### src/rtl/cct_pkg.sv
// shared types and character constants for the character class tokenizer
`timescale 1ns / 1ps

package cct_pkg;

  localparam int CHAR_W = 21;

  // single-character symbols, each a token of its own, except the quotes, which open a string token
  localparam int SYM_COUNT = 19;
  localparam logic [CHAR_W-1:0] SYM_CODES [SYM_COUNT] = '{
    21'h26, 21'h3F, 21'h3B, 21'h24, 21'h23, 21'h40, 21'h5E, 21'h3A, 21'h22,
    21'h27, 21'h7C, 21'h2E, 21'h2C, 21'h28, 21'h29, 21'h7B, 21'h7D, 21'h5B,
    21'h5D
  };

  // operator characters, runs of them join into one token
  localparam int OP_COUNT = 8;
  localparam logic [CHAR_W-1:0] OP_CODES [OP_COUNT] = '{
    21'h3C, 21'h3E, 21'h21, 21'h3D, 21'h2B, 21'h2D, 21'h2A, 21'h2F
  };

  localparam logic [CHAR_W-1:0] CH_SPACE     = 21'h20;
  localparam logic [CHAR_W-1:0] CH_TAB       = 21'h09;
  localparam logic [CHAR_W-1:0] CH_NEWLINE   = 21'h0A;
  localparam logic [CHAR_W-1:0] CH_DQUOTE    = 21'h22;
  localparam logic [CHAR_W-1:0] CH_SQUOTE    = 21'h27;
  localparam logic [CHAR_W-1:0] CH_BACKSLASH = 21'h5C;

  // class flags of one character
  typedef struct packed {
    logic is_sym;
    logic is_dquote;
    logic is_squote;
    logic is_op;
    logic is_blank;
    logic is_newline;
    logic is_backslash;
  } char_class_t;

  // one result beat
  typedef struct packed {
    logic [CHAR_W-1:0] char_out;
    logic              part_of_token;
    logic              break_before;
    logic              break_after;
    logic              line_end;
    logic              string_mode;
    logic              stream_end;
  } result_t;

endpackage

### src/rtl/cct_class.sv
// character classifier: parallel compares against the fixed character sets
`timescale 1ns / 1ps

module cct_class (
  input  logic [cct_pkg::CHAR_W-1:0] char_code,
  output cct_pkg::char_class_t       cls
);

  logic sym_hit;
  logic op_hit;

  // set membership, one compare per entry
  always_comb begin
    sym_hit = 1'b0;
    op_hit  = 1'b0;
    for (int i = 0; i < cct_pkg::SYM_COUNT; i++) begin
      if (char_code == cct_pkg::SYM_CODES[i]) sym_hit = 1'b1;
    end
    for (int i = 0; i < cct_pkg::OP_COUNT; i++) begin
      if (char_code == cct_pkg::OP_CODES[i]) op_hit = 1'b1;
    end
  end

  // pack the class flags
  always_comb begin
    cls.is_sym       = sym_hit;
    cls.is_dquote    = (char_code == cct_pkg::CH_DQUOTE);
    cls.is_squote    = (char_code == cct_pkg::CH_SQUOTE);
    cls.is_op        = op_hit;
    cls.is_blank     = (char_code == cct_pkg::CH_SPACE) || (char_code == cct_pkg::CH_TAB);
    cls.is_newline   = (char_code == cct_pkg::CH_NEWLINE);
    cls.is_backslash = (char_code == cct_pkg::CH_BACKSLASH);
  end

endmodule

### src/rtl/cct_core.sv
// tokenizer state and per-character result logic
`timescale 1ns / 1ps

module cct_core (
  input  logic                       clk,
  input  logic                       rst,
  input  logic                       advance,
  input  logic                       flush,
  input  logic [cct_pkg::CHAR_W-1:0] char_code,
  input  cct_pkg::char_class_t       cls,
  output cct_pkg::result_t           res
);

  logic token_open, token_open_next;
  logic last_was_operator, last_was_operator_next;
  logic in_string, in_string_next;
  logic quote_is_single, quote_is_single_next;
  logic prev_backslash, prev_backslash_next;
  logic close_quote;

  // matching quote for the open string
  assign close_quote = quote_is_single ? cls.is_squote : cls.is_dquote;

  // result and next state for the character in the input register
  always_comb begin
    res                    = '0;
    res.char_out           = char_code;
    token_open_next        = token_open;
    last_was_operator_next = last_was_operator;
    in_string_next         = in_string;
    quote_is_single_next   = quote_is_single;
    prev_backslash_next    = prev_backslash;
    if (flush) begin
      res.char_out           = '0;
      res.break_before       = token_open;
      res.line_end           = 1'b1;
      res.stream_end         = 1'b1;
      token_open_next        = 1'b0;
      last_was_operator_next = 1'b0;
      in_string_next         = 1'b0;
      quote_is_single_next   = 1'b0;
      prev_backslash_next    = 1'b0;
    end else if (in_string) begin
      res.part_of_token = 1'b1;
      res.string_mode   = 1'b1;
      if (!prev_backslash && close_quote) begin
        res.break_after     = 1'b1;
        in_string_next      = 1'b0;
        token_open_next     = 1'b0;
        prev_backslash_next = 1'b0;
      end else begin
        prev_backslash_next = cls.is_backslash;
      end
    end else if (cls.is_sym) begin
      res.break_before       = token_open;
      res.part_of_token      = 1'b1;
      last_was_operator_next = 1'b0;
      if (cls.is_dquote || cls.is_squote) begin
        res.string_mode      = 1'b1;
        in_string_next       = 1'b1;
        quote_is_single_next = cls.is_squote;
        prev_backslash_next  = 1'b0;
        token_open_next      = 1'b1;
      end else begin
        res.break_after = 1'b1;
        token_open_next = 1'b0;
      end
    end else if (cls.is_op) begin
      res.break_before       = token_open && !last_was_operator;
      res.part_of_token      = 1'b1;
      token_open_next        = 1'b1;
      last_was_operator_next = 1'b1;
    end else if (cls.is_blank || cls.is_newline) begin
      res.break_before       = token_open;
      res.line_end           = cls.is_newline;
      token_open_next        = 1'b0;
      last_was_operator_next = 1'b0;
    end else begin
      // ordinary character, a new token when it follows an operator run
      res.break_before       = token_open && last_was_operator;
      res.part_of_token      = 1'b1;
      token_open_next        = 1'b1;
      last_was_operator_next = 1'b0;
    end
  end

  // state moves only when the character goes on to the result register
  always_ff @(posedge clk) begin
    if (rst) begin
      token_open        <= 1'b0;
      last_was_operator <= 1'b0;
      in_string         <= 1'b0;
      quote_is_single   <= 1'b0;
      prev_backslash    <= 1'b0;
    end else if (advance) begin
      token_open        <= token_open_next;
      last_was_operator <= last_was_operator_next;
      in_string         <= in_string_next;
      quote_is_single   <= quote_is_single_next;
      prev_backslash    <= prev_backslash_next;
    end
  end

  // a string is always an open token
  a_string_is_open: assert property (@(posedge clk) disable iff (rst)
    in_string |-> token_open)
    else $error("string mode without an open token");

  // a flush leaves the state as after reset
  a_flush_clears: assert property (@(posedge clk) disable iff (rst)
    advance && flush |=> !token_open && !last_was_operator && !in_string &&
                         !quote_is_single && !prev_backslash)
    else $error("state not cleared after flush");

  // escape flag only lives inside a string
  a_escape_in_string: assert property (@(posedge clk) disable iff (rst)
    prev_backslash |-> in_string)
    else $error("escape flag set outside a string");

endmodule

### src/rtl/char_class_tokenizer_top.sv
// top level of the character class tokenizer: input register, core, result register
//
//   channel | signals                                  | direction
//   --------+------------------------------------------+----------
//   in      | in_valid, in_ready, char_code, end_of_input | into block
//   out     | out_valid, out_ready, char_out, part_of_token,
//           | break_before, break_after, line_end,
//           | string_mode, stream_end                  | out of block
//
// one character beat per cycle sustained while out_ready stays high; a result passes through
// the input register, then the result register
// rst clears both valid flags and all tokenizer state
// out_ready low holds the result register, then the input register, then in_ready
`timescale 1ns / 1ps

module char_class_tokenizer_top (
  input  logic                       clk,
  input  logic                       rst,
  input  logic                       in_valid,
  output logic                       in_ready,
  input  logic [cct_pkg::CHAR_W-1:0] char_code,
  input  logic                       end_of_input,
  output logic                       out_valid,
  input  logic                       out_ready,
  output logic [cct_pkg::CHAR_W-1:0] char_out,
  output logic                       part_of_token,
  output logic                       break_before,
  output logic                       break_after,
  output logic                       line_end,
  output logic                       string_mode,
  output logic                       stream_end
);

  logic                       in_reg_valid;
  logic [cct_pkg::CHAR_W-1:0] in_reg_char;
  logic                       in_reg_flush;
  logic                       res_ready;
  logic                       advance;
  cct_pkg::char_class_t       cls;
  cct_pkg::result_t           res;
  cct_pkg::result_t           out_reg;

  // pipeline flow control
  assign res_ready = !out_valid || out_ready;
  assign advance   = in_reg_valid && res_ready;
  assign in_ready  = !in_reg_valid || res_ready;

  // input register
  always_ff @(posedge clk) begin
    if (rst) begin
      in_reg_valid <= 1'b0;
    end else if (in_ready) begin
      in_reg_valid <= in_valid;
    end
  end

  always_ff @(posedge clk) begin
    if (in_ready && in_valid) begin
      in_reg_char  <= char_code;
      in_reg_flush <= end_of_input;
    end
  end

  cct_class u_class (
    .char_code (in_reg_char),
    .cls       (cls)
  );

  cct_core u_core (
    .clk       (clk),
    .rst       (rst),
    .advance   (advance),
    .flush     (in_reg_flush),
    .char_code (in_reg_char),
    .cls       (cls),
    .res       (res)
  );

  // result register
  always_ff @(posedge clk) begin
    if (rst) begin
      out_valid <= 1'b0;
    end else if (res_ready) begin
      out_valid <= in_reg_valid;
    end
  end

  always_ff @(posedge clk) begin
    if (advance) begin
      out_reg <= res;
    end
  end

  // result beat onto the ports
  assign char_out      = out_reg.char_out;
  assign part_of_token = out_reg.part_of_token;
  assign break_before  = out_reg.break_before;
  assign break_after   = out_reg.break_after;
  assign line_end      = out_reg.line_end;
  assign string_mode   = out_reg.string_mode;
  assign stream_end    = out_reg.stream_end;

  // a token can only end with a character that belongs to it
  a_break_after_kept: assert property (@(posedge clk) disable iff (rst)
    out_valid && break_after |-> part_of_token)
    else $error("break after a character outside any token");

  // the flush result closes the line and carries no character
  a_flush_result: assert property (@(posedge clk) disable iff (rst)
    out_valid && stream_end |-> line_end && !part_of_token && !string_mode &&
                                (char_out == '0))
    else $error("malformed flush result");

  // a waiting result beat holds still
  a_out_hold: assert property (@(posedge clk) disable iff (rst)
    out_valid && !out_ready |=> out_valid && $stable(out_reg))
    else $error("result beat changed while waiting");

endmodule
### config.mk
export PLATFORM = sky130hd
export DESIGN_NAME = char_class_tokenizer_top
export DESIGN_NICKNAME = d
export VERILOG_FILES = /design/src/rtl/cct_pkg.sv /design/src/rtl/cct_class.sv /design/src/rtl/cct_core.sv /design/src/rtl/char_class_tokenizer_top.sv
export SDC_FILE = /design/constraint.sdc
export NUM_CORES = 1
export LEC_CHECK = 0
export BUFFER_PORTS_ARGS = -buffer_cell sky130_fd_sc_hd__buf_2
export CORE_UTILIZATION = 48
export CTS_CLUSTER_DIAMETER = 200
export DETAILED_ROUTE_END_ITERATION = 10
export GPL_ROUTABILITY_DRIVEN = 0
export PLACE_DENSITY = 0.72
export REMOVE_ABC_BUFFERS = 1
export SYNTH_ARGS = -nofsm -noshare
export SYNTH_HDL_FRONTEND = slang
export SYNTH_SLANG_ARGS = --single-unit
### constraint.sdc
create_clock -name clk -period 1.7 [get_ports clk]
set_input_delay 0.34 -clock clk [delete_from_list [all_inputs] [get_ports clk]]
set_output_delay 0.34 -clock clk [all_outputs]
set_load 0.05 [all_outputs]
Yosys cells after proc, flatten, opt, wreduce, memory -nomap -nowiden
Index checks and enable logic that the tools add are counted.
{"block": "totals", "elab_cells": 139, "inputBits": 26, "ff_bits": 56, "out_inout_bits": 29}
{"block": "op_classes", "muxes": 68, "eq_ne": 33, "n_reduce_logical": 22}
{"op": "21-bit by 6-bit == test with 1-bit output (second input constant)", "count": 21}
{"op": "21-bit by 7-bit == test with 1-bit output (second input constant)", "count": 8}
{"op": "1-bit two-way mux", "count": 66}
{"op": "21-bit by 4-bit == test with 1-bit output (second input constant)", "count": 2}
{"op": "3-bit nonzero test", "count": 2}
{"op": "1-bit logical AND", "count": 5}
{"op": "1-bit logical OR", "count": 5}
{"op": "1-bit logical NOT", "count": 4}
{"op": "2-bit two-way mux", "count": 2}
{"op": "2-bit AND reduction", "count": 2}
{"op": "4-bit AND reduction", "count": 1}
{"op": "2-bit nonzero test", "count": 2}
{"op": "3-bit inequality test (second input constant)", "count": 1}
{"op": "3-bit AND reduction", "count": 1}
{"op": "2-bit inequality test (second input constant)", "count": 1}

Longest topological paths before layout
Gate-level depths: netlist (run 1).
{"block": "depth", "word_depth": 23, "depth_mapped": 6, "ltp_nobuf": 5}

Modules after synthesis
A second synthesis (run 1) with hierarchy kept.
{"block": "hier_totals", "hier_cells": 187, "hier_area_um2": 2461.1}
{"module": "char_class_tokenizer_top", "seq_area_each_um2": 1511.4, "cells_per_inst": 59, "n_inst": 1, "area_per_inst_um2": 1575.3}
{"module": "cct_core", "seq_area_each_um2": 100.1, "cells_per_inst": 73, "n_inst": 1, "area_per_inst_um2": 540.5}
{"module": "cct_class", "seq_area_each_um2": 0.0, "cells_per_inst": 55, "n_inst": 1, "area_per_inst_um2": 345.3}

Least setup slack after synthesis (run 1)
Ideal clock, no wire load.
{"block": "synth_timing", "path_type": "flip-flop to flip-flop", "startpoint": "register out_valid", "endpoint": "register in_reg_char[0] (netlist bit), enable pin", "path_slack_ns": -0.399, "t_arrival_ns": 1.719, "t_required_ns": 1.319, "path_buffers": 0, "synth_period_minus_slack_ns": 2.099, "stages_incl_launch_ff": 4, "setup_ns": 0.381, "cell_sequence": "dfxtp_1 nor2b_1 nand2_1 and2_1"}
{"block": "synth_via", "elab_chain_len": 4}
{"item": "start: declaration", "line": "char_class_tokenizer_top.sv:23", "source": "output logic out_valid,"}
{"item": "start signal: assignment", "line": "char_class_tokenizer_top.sv:84", "source": "out_valid <= in_reg_valid;"}
{"item": "1-bit logical NOT", "line": "char_class_tokenizer_top.sv:44", "source": "assign res_ready = !out_valid || out_ready;"}
{"item": "1-bit logical OR", "line": "char_class_tokenizer_top.sv:44"}
{"item": "1-bit logical OR", "line": "char_class_tokenizer_top.sv:46", "source": "assign in_ready = !in_reg_valid || res_ready;"}
{"item": "named net in_ready", "line": "char_class_tokenizer_top.sv:20", "source": "output logic in_ready,"}
{"item": "1-bit logical AND", "line": "char_class_tokenizer_top.sv:58", "source": "if (in_ready && in_valid) begin"}
{"item": "end signal: assignment", "line": "char_class_tokenizer_top.sv:59", "source": "in_reg_char <= char_code;"}
{"item": "end: declaration", "line": "char_class_tokenizer_top.sv:35", "source": "logic [cct_pkg::CHAR_W-1:0] in_reg_char;"}
The timed path passes the listed nets, and every way through them passes these cells.
A chain may end at the register's enable or synchronous reset.

==> key figures, run 1 <==
Run status
  – Outcome: complete, but fails checks
  – Failing checks: negative setup slack

Clock tree
  – Clock buffer count from CTS: 5
  – Root Buffer: clkbuf_8
  – Clock buffer depth: 2
  – CTS tree: built
  – Clk_lat worst skew: 0.31 ns
  – Htree depth: 2
  – Clock transition at the registers of the reported paths: roughly 0.1 ns
  – Clk sinks: 56

Power
  – Reg power frac: 0.596
  – PD cells: slightly above 800 nW/um2
  – Pleak: 1.28 nW
  – P_sw: between 0.7 and 0.8 mW
  – Clock power share: 0.264
  – Int Power: ~2 mW
  – Switching share of power: 0.263
  – Max IR drop VDD: ~0.59 mV
  – Power share of the combinational group: 0.140

Route
  – Avg WL per Cell: around 15 um
  – Drt total wl: about 5.2 mm
  – Iteration-0 DRC Markers: 93
  – Total number of vias: roughly 1.9k
  – Via density: around 5.3
  – Drt pass-1 iters: 4
  – DRC: 0
  – Antenna Nets Post-Route: 0

Synthesis
  – Post-synthesis sequential area ratio: 0.646
  – Yosys warns: 0
  – Post-synth top area share: 0.590
  – Top post-synthesis cells by area: edfxtp_1 59%, nor2b_1 5.8%, dfxtp_1 5.6%
  – Avg Cell Area, Syn: 12.9 um2
  – Post-synthesis cell type count: 45
  – Mapped Area: 2490 um2
  – Number of synthesized register bits: 56
  – Synth area leader: edfxtp_1
  – Mapped Cells: just under 200

Setup path
  – Startpoint Class: flip-flop
  – Crit. End Element: flip-flop
  – Crit-path slowest cell: edfxtp_1
  – WS Path Type: flip-flop to flip-flop
  – WP data arrival: 1.96 ns
  – Buf+Inv Stages, Crit Path: 0
  – Cells along the critical path: nor4b_4 -> nand3_2 -> a311o_1 -> o211ai_1 -> a31oi_1
  – Delay-heaviest family, CP: compound AO/OA/AOI/OAI gates
  – Largest stage delay on the critical path: ~0.51 ns
  – Required time of the critical path: about 1.8 ns
  – Worst-path fanout max: 4

Placement
  – PortBufs: 54
  – HPWL after detailed placement: between 3 and 4 mm
  – Cells after DPL: around 330

Die
  – Die width: roughly 74 um
  – Starting Density: 0.515
  – Die Ht: between 70 and 80 um
  – Row count: 25
  – Die area: roughly 5500 um2
  – Core region area: 4850 um2
  – I/O pins: between 50 and 60

Cells and area
  – Layout cells sized above 1: 0.453
  – Final core utilization: 0.687
  – Nets: 310
  – Area Growth Syn to Fin: 33.6%
  – # diodes: 0
  – Cell Count, Final, Fillers Out: 352
  – Fill cells: roughly 350

STA
  – Slew Viols, Final: 0
  – Final setup vio count: 10
  – Fmax: ~0.53 GHz
  – Setup TNS: -0.883 ns
  – Clock skew: between 0.01 and 0.015 ns
  – Least-Margin Pin Slew: 0.488 ns
  – Slew headroom: 0.673
  – Min cycle time layout: roughly 1.9 ns
  – Final period util: 1.11
  – Fin worst setup slack: -0.194 ns
  – Setup repair after global routing missed its margin: true
  – Hold_ws: around 0.20 ns
  – Final Hold Fails: 0

Global routing
  – First-pass GRT wire length: about 8.0 mm
  – Largest net degree at the start of global routing: 23
  – Grt total ovfl: 0
  – Vias in the first global route: 1745
  – Antenna violations before repair: 0
  – GRT Overall Usage: 0.199

Min path
  – Hold Path Class: input pin to flip-flop

Job
  – # Max-Cap Violations: 0
area by class of cell:
type,instances,area [um2],area share
repair buffers,93,582,0.175
flip-flops and latches,56,1610,0.483
well taps,67,83.8,0.0252
clock inverters,2,16.3,0.00488
multi-input cells,122,945,0.283
inverters,6,22.5,0.00676
clock buffers,6,72.6,0.0218
per-stage QoR:
step                      power, mW  worst slack, ns  instance area [um2]
after global placement         1.99           -0.150                 3000
after detailed placement       1.99           -0.236                 3000
after CTS                      2.71           -0.130                 3210
final                          2.71           -0.194                 3330
after global routing           2.80           -0.271                 3330
after floorplan                1.86           -0.399                 2450
flip-flops by register name, indices dropped and copies added (netlist names):
name,flops
in_reg_valid,1
char_out,21
u_core.prev_backslash,1
in_reg_char,21
out_valid,1
break_after,1
line_end,1
u_core.in_string,1
break_before,1
part_of_token,1
string_mode,1
in_reg_flush,1
u_core.quote_is_single,1
stream_end,1
u_core.token_open,1
u_core.last_was_operator,1
power groups by stage:
| stage | clock (mW) | combinational [mW] | sequential, mW |
|---|---|---|---|
| floorplan | 0 | 0.0961 | 1.77 |
| global placement | 0 | 0.342 | 1.65 |
| detailed placement | 0 | 0.346 | 1.65 |
| CTS | 0.733 | 0.362 | 1.62 |
| global route | 0.767 | 0.406 | 1.63 |
| finish | 0.715 | 0.380 | 1.62 |
metal layers:
metal  vias to the layer above  part of all wire  routed length, um  track usage
met3                        22             0.060                313       0.0312
met2                        78              0.50               2580        0.340
met4                         0             0.035                180        0.118
li1                        904                 -                  -            -
met1                       861              0.41               2120        0.237
met5                         -                 0                  0            0
final timing paths:
check	end	slack, ns	from	depth (start not counted)
min reg2reg	u_core.quote_is_single	0.52	u_core.quote_is_single	2
max reg2reg	break_before	-0.19	in_reg_char[6]	5
max	break_before	-0.19	in_reg_char[6]	5
min	in_reg_char[4]	0.20	char_code[4]	1
layout by cell type (no fill, tap or decap), drive strengths merged, types with 3 or more instances in the layout:
cell type and count:
a21oi 8, nor3 6, a31oi 3, nand4 5
o21ai 5, inv 6, nand2 8, and2 3
o211ai 3, buf 93, nor3b 3, dfxtp 7
clkbuf 6, nor2b 23, nor2 17, and3 4
nand3 10, edfxtp 49
logic make-up after synthesis:
family,count (synthesis),share of synthesized area
XOR/XNOR,2,0.00702
AND/OR/NAND/NOR,87,0.218
flip-flops,56,0.646
multiplexers,1,0.00401
buffers and inverters,16,0.0286
AO/OA/AOI/OAI,32,0.0963
synthesized netlist by cell type (all sizes together):
library cell  instances
a2111oi               1
a211oi                1
buf                   7
dfxtp                 7
a31oi                 3
or3                   1
and4b                 1
a21o                  1
a32o                  1
a41oi                 1
nor3b                 3
xor2                  1
nand4                 5
nor4                  2
nand3                10
o2bb2ai               2
inv                   6
and4                  1
a21oi                 8
o21ai                 5
mux2i                 1
o211ai                3
and3                  4
nand2                 8
nor4b                 2
and2                  3
nor2                 17
o31ai                 2
nand2b                1
nor2b                23
xnor2                 1
nor3                  6
a41o                  1
a311o                 1
clkbuf                3
o311ai                1
edfxtp               49
a22oi                 1
repair_timing:
action | 4_1_cts | 5_1_grt
pin swaps | 16 | 10
resized for setup | 15 | 19
hold buffers | 0 | 0
setup buffers | 7 | 6
endpoints found under the setup margin | 8 | 10
Note: power is estimated with default switching activity, not from simulation.
==> run 2: changes to the inputs <==
--- a/config.mk
+++ b/config.mk
@@ -5,6 +5,7 @@
 export SDC_FILE = /design/constraint.sdc
 export NUM_CORES = 1
 export LEC_CHECK = 0
+export ABC_AREA = 1
 export BUFFER_PORTS_ARGS = -buffer_cell sky130_fd_sc_hd__buf_2
 export CORE_UTILIZATION = 48
 export CTS_CLUSTER_DIAMETER = 200
==> run 2 against run 1 <==
The run still ends with negative setup slack left. Via count increased by 2.3%. First-iteration DRC count is 6.5% higher. Combinational power rose by 3%. Register-to-register slack better by 0.16 ns. Hold slack got worse by 0.0023 ns. Critical endpoint unchanged.
==> key figures, run 2 <==
Setup path
  – Crit-path slowest cell: edfxtp_1
  – Required time of the critical path: 1.87 ns (+0.10 ns)
  – Reg2reg start: in_reg_char[3]
  – Largest stage delay on the critical path: 0.54 ns (+0.03 ns)
  – Cells along the critical path: nand2_2 -> buf_6 -> nor2_2 -> nand3_1 -> nand3_1 -> nand2_1 -> nand2_1 -> nand2_2 -> nand2_2 -> nor2_2 -> nor2_1
  – Worst-path fanout max: 8 (+4)
  – Most used cell, CP: nand2_2
  – Crit. End Element: flip-flop
  – Worst reg2reg path depth: 11 (+6)
  – R2R Setup Slk: -0.03 ns (+0.16 ns)
  – WP data arrival: 1.90 ns (-0.06 ns)
  – WS Path Type: flip-flop to flip-flop
  – Worst r2r dst: break_before
  – Startpoint Class: flip-flop

STA
  – Fin worst setup slack: -0.0297 ns (+0.164 ns)
  – Setup repair after global routing missed its margin: true
  – Min cycle time layout: 1.73 ns (-0.164 ns)
  – Slew headroom: 0.752 (+0.0790)
  – Clock skew: 0.0142 ns (+0.00316 ns)
  – Final setup vio count: 2 (-8)
  – Setup TNS: -0.0448 ns (+0.839 ns)
  – Slew Viols, Final: 0 (unchanged)
  – Least-Margin Pin Slew: 0.372 ns (-0.117 ns)
  – Fmax: 0.578 GHz (+9.5%)
  – Hold_ws: 0.194 ns (-0.00235 ns)
  – Final Hold Fails: 0 (unchanged)
  – Final period util: 1.02 (-0.0965)

Clock tree
  – Clock transition at the registers of the reported paths: 0.10 ns (about the same)
  – Clk_lat worst skew: 0.31 ns (about the same)
  – Root Buffer: clkbuf_8
  – Htree depth: 2 (unchanged)
  – Clock buffer count from CTS: 5 (unchanged)
  – Clock buffer depth: 2 (unchanged)
  – Clk sinks: 56 (unchanged)
  – CTS tree: built

Synthesis
  – Commonest cells post-synth: 49 x edfxtp_1, 42 x nor2_1, 39 x nand2_1, 32 x inv_1, 14 x nand3_1
  – Count leader, synth: edfxtp_1
  – Post-synthesis cell type count: 34 (-24%)
  – Avg Cell Area, Syn: 10.5 um2 (-18%)
  – Mapped Cells: 240 (+24%)
  – Post-synthesis sequential area ratio: 0.637 (-0.00926)
  – EDFF count, synth: 49 (unchanged)
  – Top post-synthesis cells by area: edfxtp_1 58%, nor2_1 6.2%, nand2_1 5.8%
  – Top FF cell, synth: edfxtp_1
  – FFs w/ async S/R, synth: 0 (unchanged)
  – Mapped Area: 2530 um2 (+1.5%)
  – Post-synth top area share: 0.581 (-0.00845)
  – Yosys warns: 0 (unchanged)
  – Number of synthesized register bits: 56 (unchanged)
  – Synth area leader: edfxtp_1

Power
  – Final Power: 2.87 mW (+5.7%)
  – PD cells: 884 nW/um2 (+8.6%)
  – Max IR drop VDD: 0.550 mV (-7.0%)
  – Pleak: 1.38 nW (+7.9%)

Global routing
  – Grt total ovfl: 0 (unchanged)
  – GRT Overall Usage: 0.171 (-0.0282)
  – Antenna violations before repair: 0 (unchanged)
  – Largest net degree at the start of global routing: 33 (+43%)
  – Vias in the first global route: 1549 (-11%)
  – First-pass GRT wire length: 6.81 mm (-15%)

Cells and area
  – Cell Count, Final, Fillers Out: 388 (+10%)
  – Multi-input logic area: 845 um2 (-11%)
  – Nets: 343 (+11%)
  – # diodes: 0 (unchanged)
  – Area Growth Syn to Fin: 28.1%
  – Layout cells sized above 1: 0.440 (-0.0124)
  – Fill cells: 408 (+15%)
  – Most frequent cells in the layout: 54 x buf_2, 49 x edfxtp_1, 32 x nand2_1
  – Commonest non-fill, non-tap cell in the layout: buf_2
  – Reg area: 1610 um2 (unchanged)

Min path
  – WHS Endpoint: in_reg_char[7]
  – Hold Path Class: input pin to flip-flop
  – Hold Crit Depth: 1 (unchanged)
  – Min-delay src: char_code[7]

Route
  – Avg WL per Cell: 13.0 um (-12%)
  – Antenna Nets Post-Route: 0 (unchanged)
  – Met2 wire length: 2.58 mm (about the same)
  – Length of routed met3 wiring: 316 um (+0.96%)
  – Drt pass-1 iters: 4 (unchanged)
  – M1 WL: 1.98 mm (-6.3%)
  – Total number of vias: 1907 (+2.3%)
  – Via density: 4.91 (-7.2%)
  – Iteration-0 DRC Markers: 99 (+6.5%)
  – DRC: 0 (unchanged)
  – Drt total wl: 5.03 mm (-3.0%)
  – Max layer used: met4

Die
  – I/O pins: 55 (unchanged)
  – Die width: 74.6 um (+0.70%)
  – Core region area: 5110 um2 (+5.3%)
  – Starting Density: 0.496 (-0.0190)
  – Die Ht: 74.6 um (+0.70%)
  – Die area: 5570 um2 (+1.4%)
  – Row count: 26 (+4.0%)

Run status
  – Outcome: complete, but fails checks
  – Failing checks: negative setup slack

Placement
  – PortBufs: 54 (unchanged)
  – HPWL after detailed placement: 3.25 mm (-6.1%)
  – Cells after DPL: 363 (+9.3%)

Job
  – # Max-Cap Violations: 0 (unchanged)
==> run 2: what timing repair did <==
action | CTS | global route
hold buffers | 0 | 0
gates resized for setup | 1 | 31
pin swaps | 0 | 14
setup endpoints to repair | 1 | 5
setup buffers | 0 | 17
==> run 2: logic make-up after synthesis <==
kind of cell	count (synthesis)	synth area share
flip-flops	56	0.637
AO/OA/AOI/OAI	19	0.0499
AND/OR/NAND/NOR	124	0.249
buffers and inverters	41	0.0643
==> run 2: layout make-up <==
class,instances,share of cell area
timing repair buffer,75,0.139
tap,70,0.0270
inverter,36,0.0417
clock buffer,6,0.0224
multi-input combinational,143,0.261
clock inverter,2,0.0120
sequential,56,0.497
==> run 2: critical path, delay by kind of cell, from the launching register on <==
family,cells,cell delay [ns]
buf+inv,1,0.15
flops,1,0.54
simple gates,10,0.90
==> run 2: per-layer routing <==
metal  GRT usage  vias to the layer above
met5           0                        -
met4      0.0671                        0
met3      0.0402                       16
met2       0.288                       84
met1       0.213                      867
li1            -                      940
==> run 2: stage by stage <==
stage,cell area (um2),worst slack (ns),utilization
3_5_place_dp,2900,0.0120,0.569
4_1_cts,3020,0.00190,0.591
3_3_place_gp,2900,0.0782,0.569
2_1_floorplan,2500,-0.325,-
5_1_grt,3240,-0.118,0.635
6_report,3240,-0.0297,0.635
==> run 2: power breakdown <==
group / total, mW / switching, mW / internal, mW
sequential: 1.62 / 0.0428 / 1.57
clock: 0.856 / 0.411 / 0.445
combinational: 0.393 / 0.275 / 0.118
total: 2.87 / 0.729 / 2.14
==> run 2: worst max-delay path by stage <==
stage / from / end / slack, ns / cells past startpoint
6_report: in_reg_char[3] / break_before / -0.03 / 11
5_1_grt: in_reg_char[3] / break_before / -0.12 / 11
4_1_cts: in_reg_char[11] / break_before / 0.002 / 10
3_5_place_dp: in_reg_char[15] / break_before / 0.01 / 10
3_3_place_gp: in_reg_char[15] / break_before / 0.08 / 10
2_1_floorplan: out_valid / in_reg_char[0] / -0.32 / 3
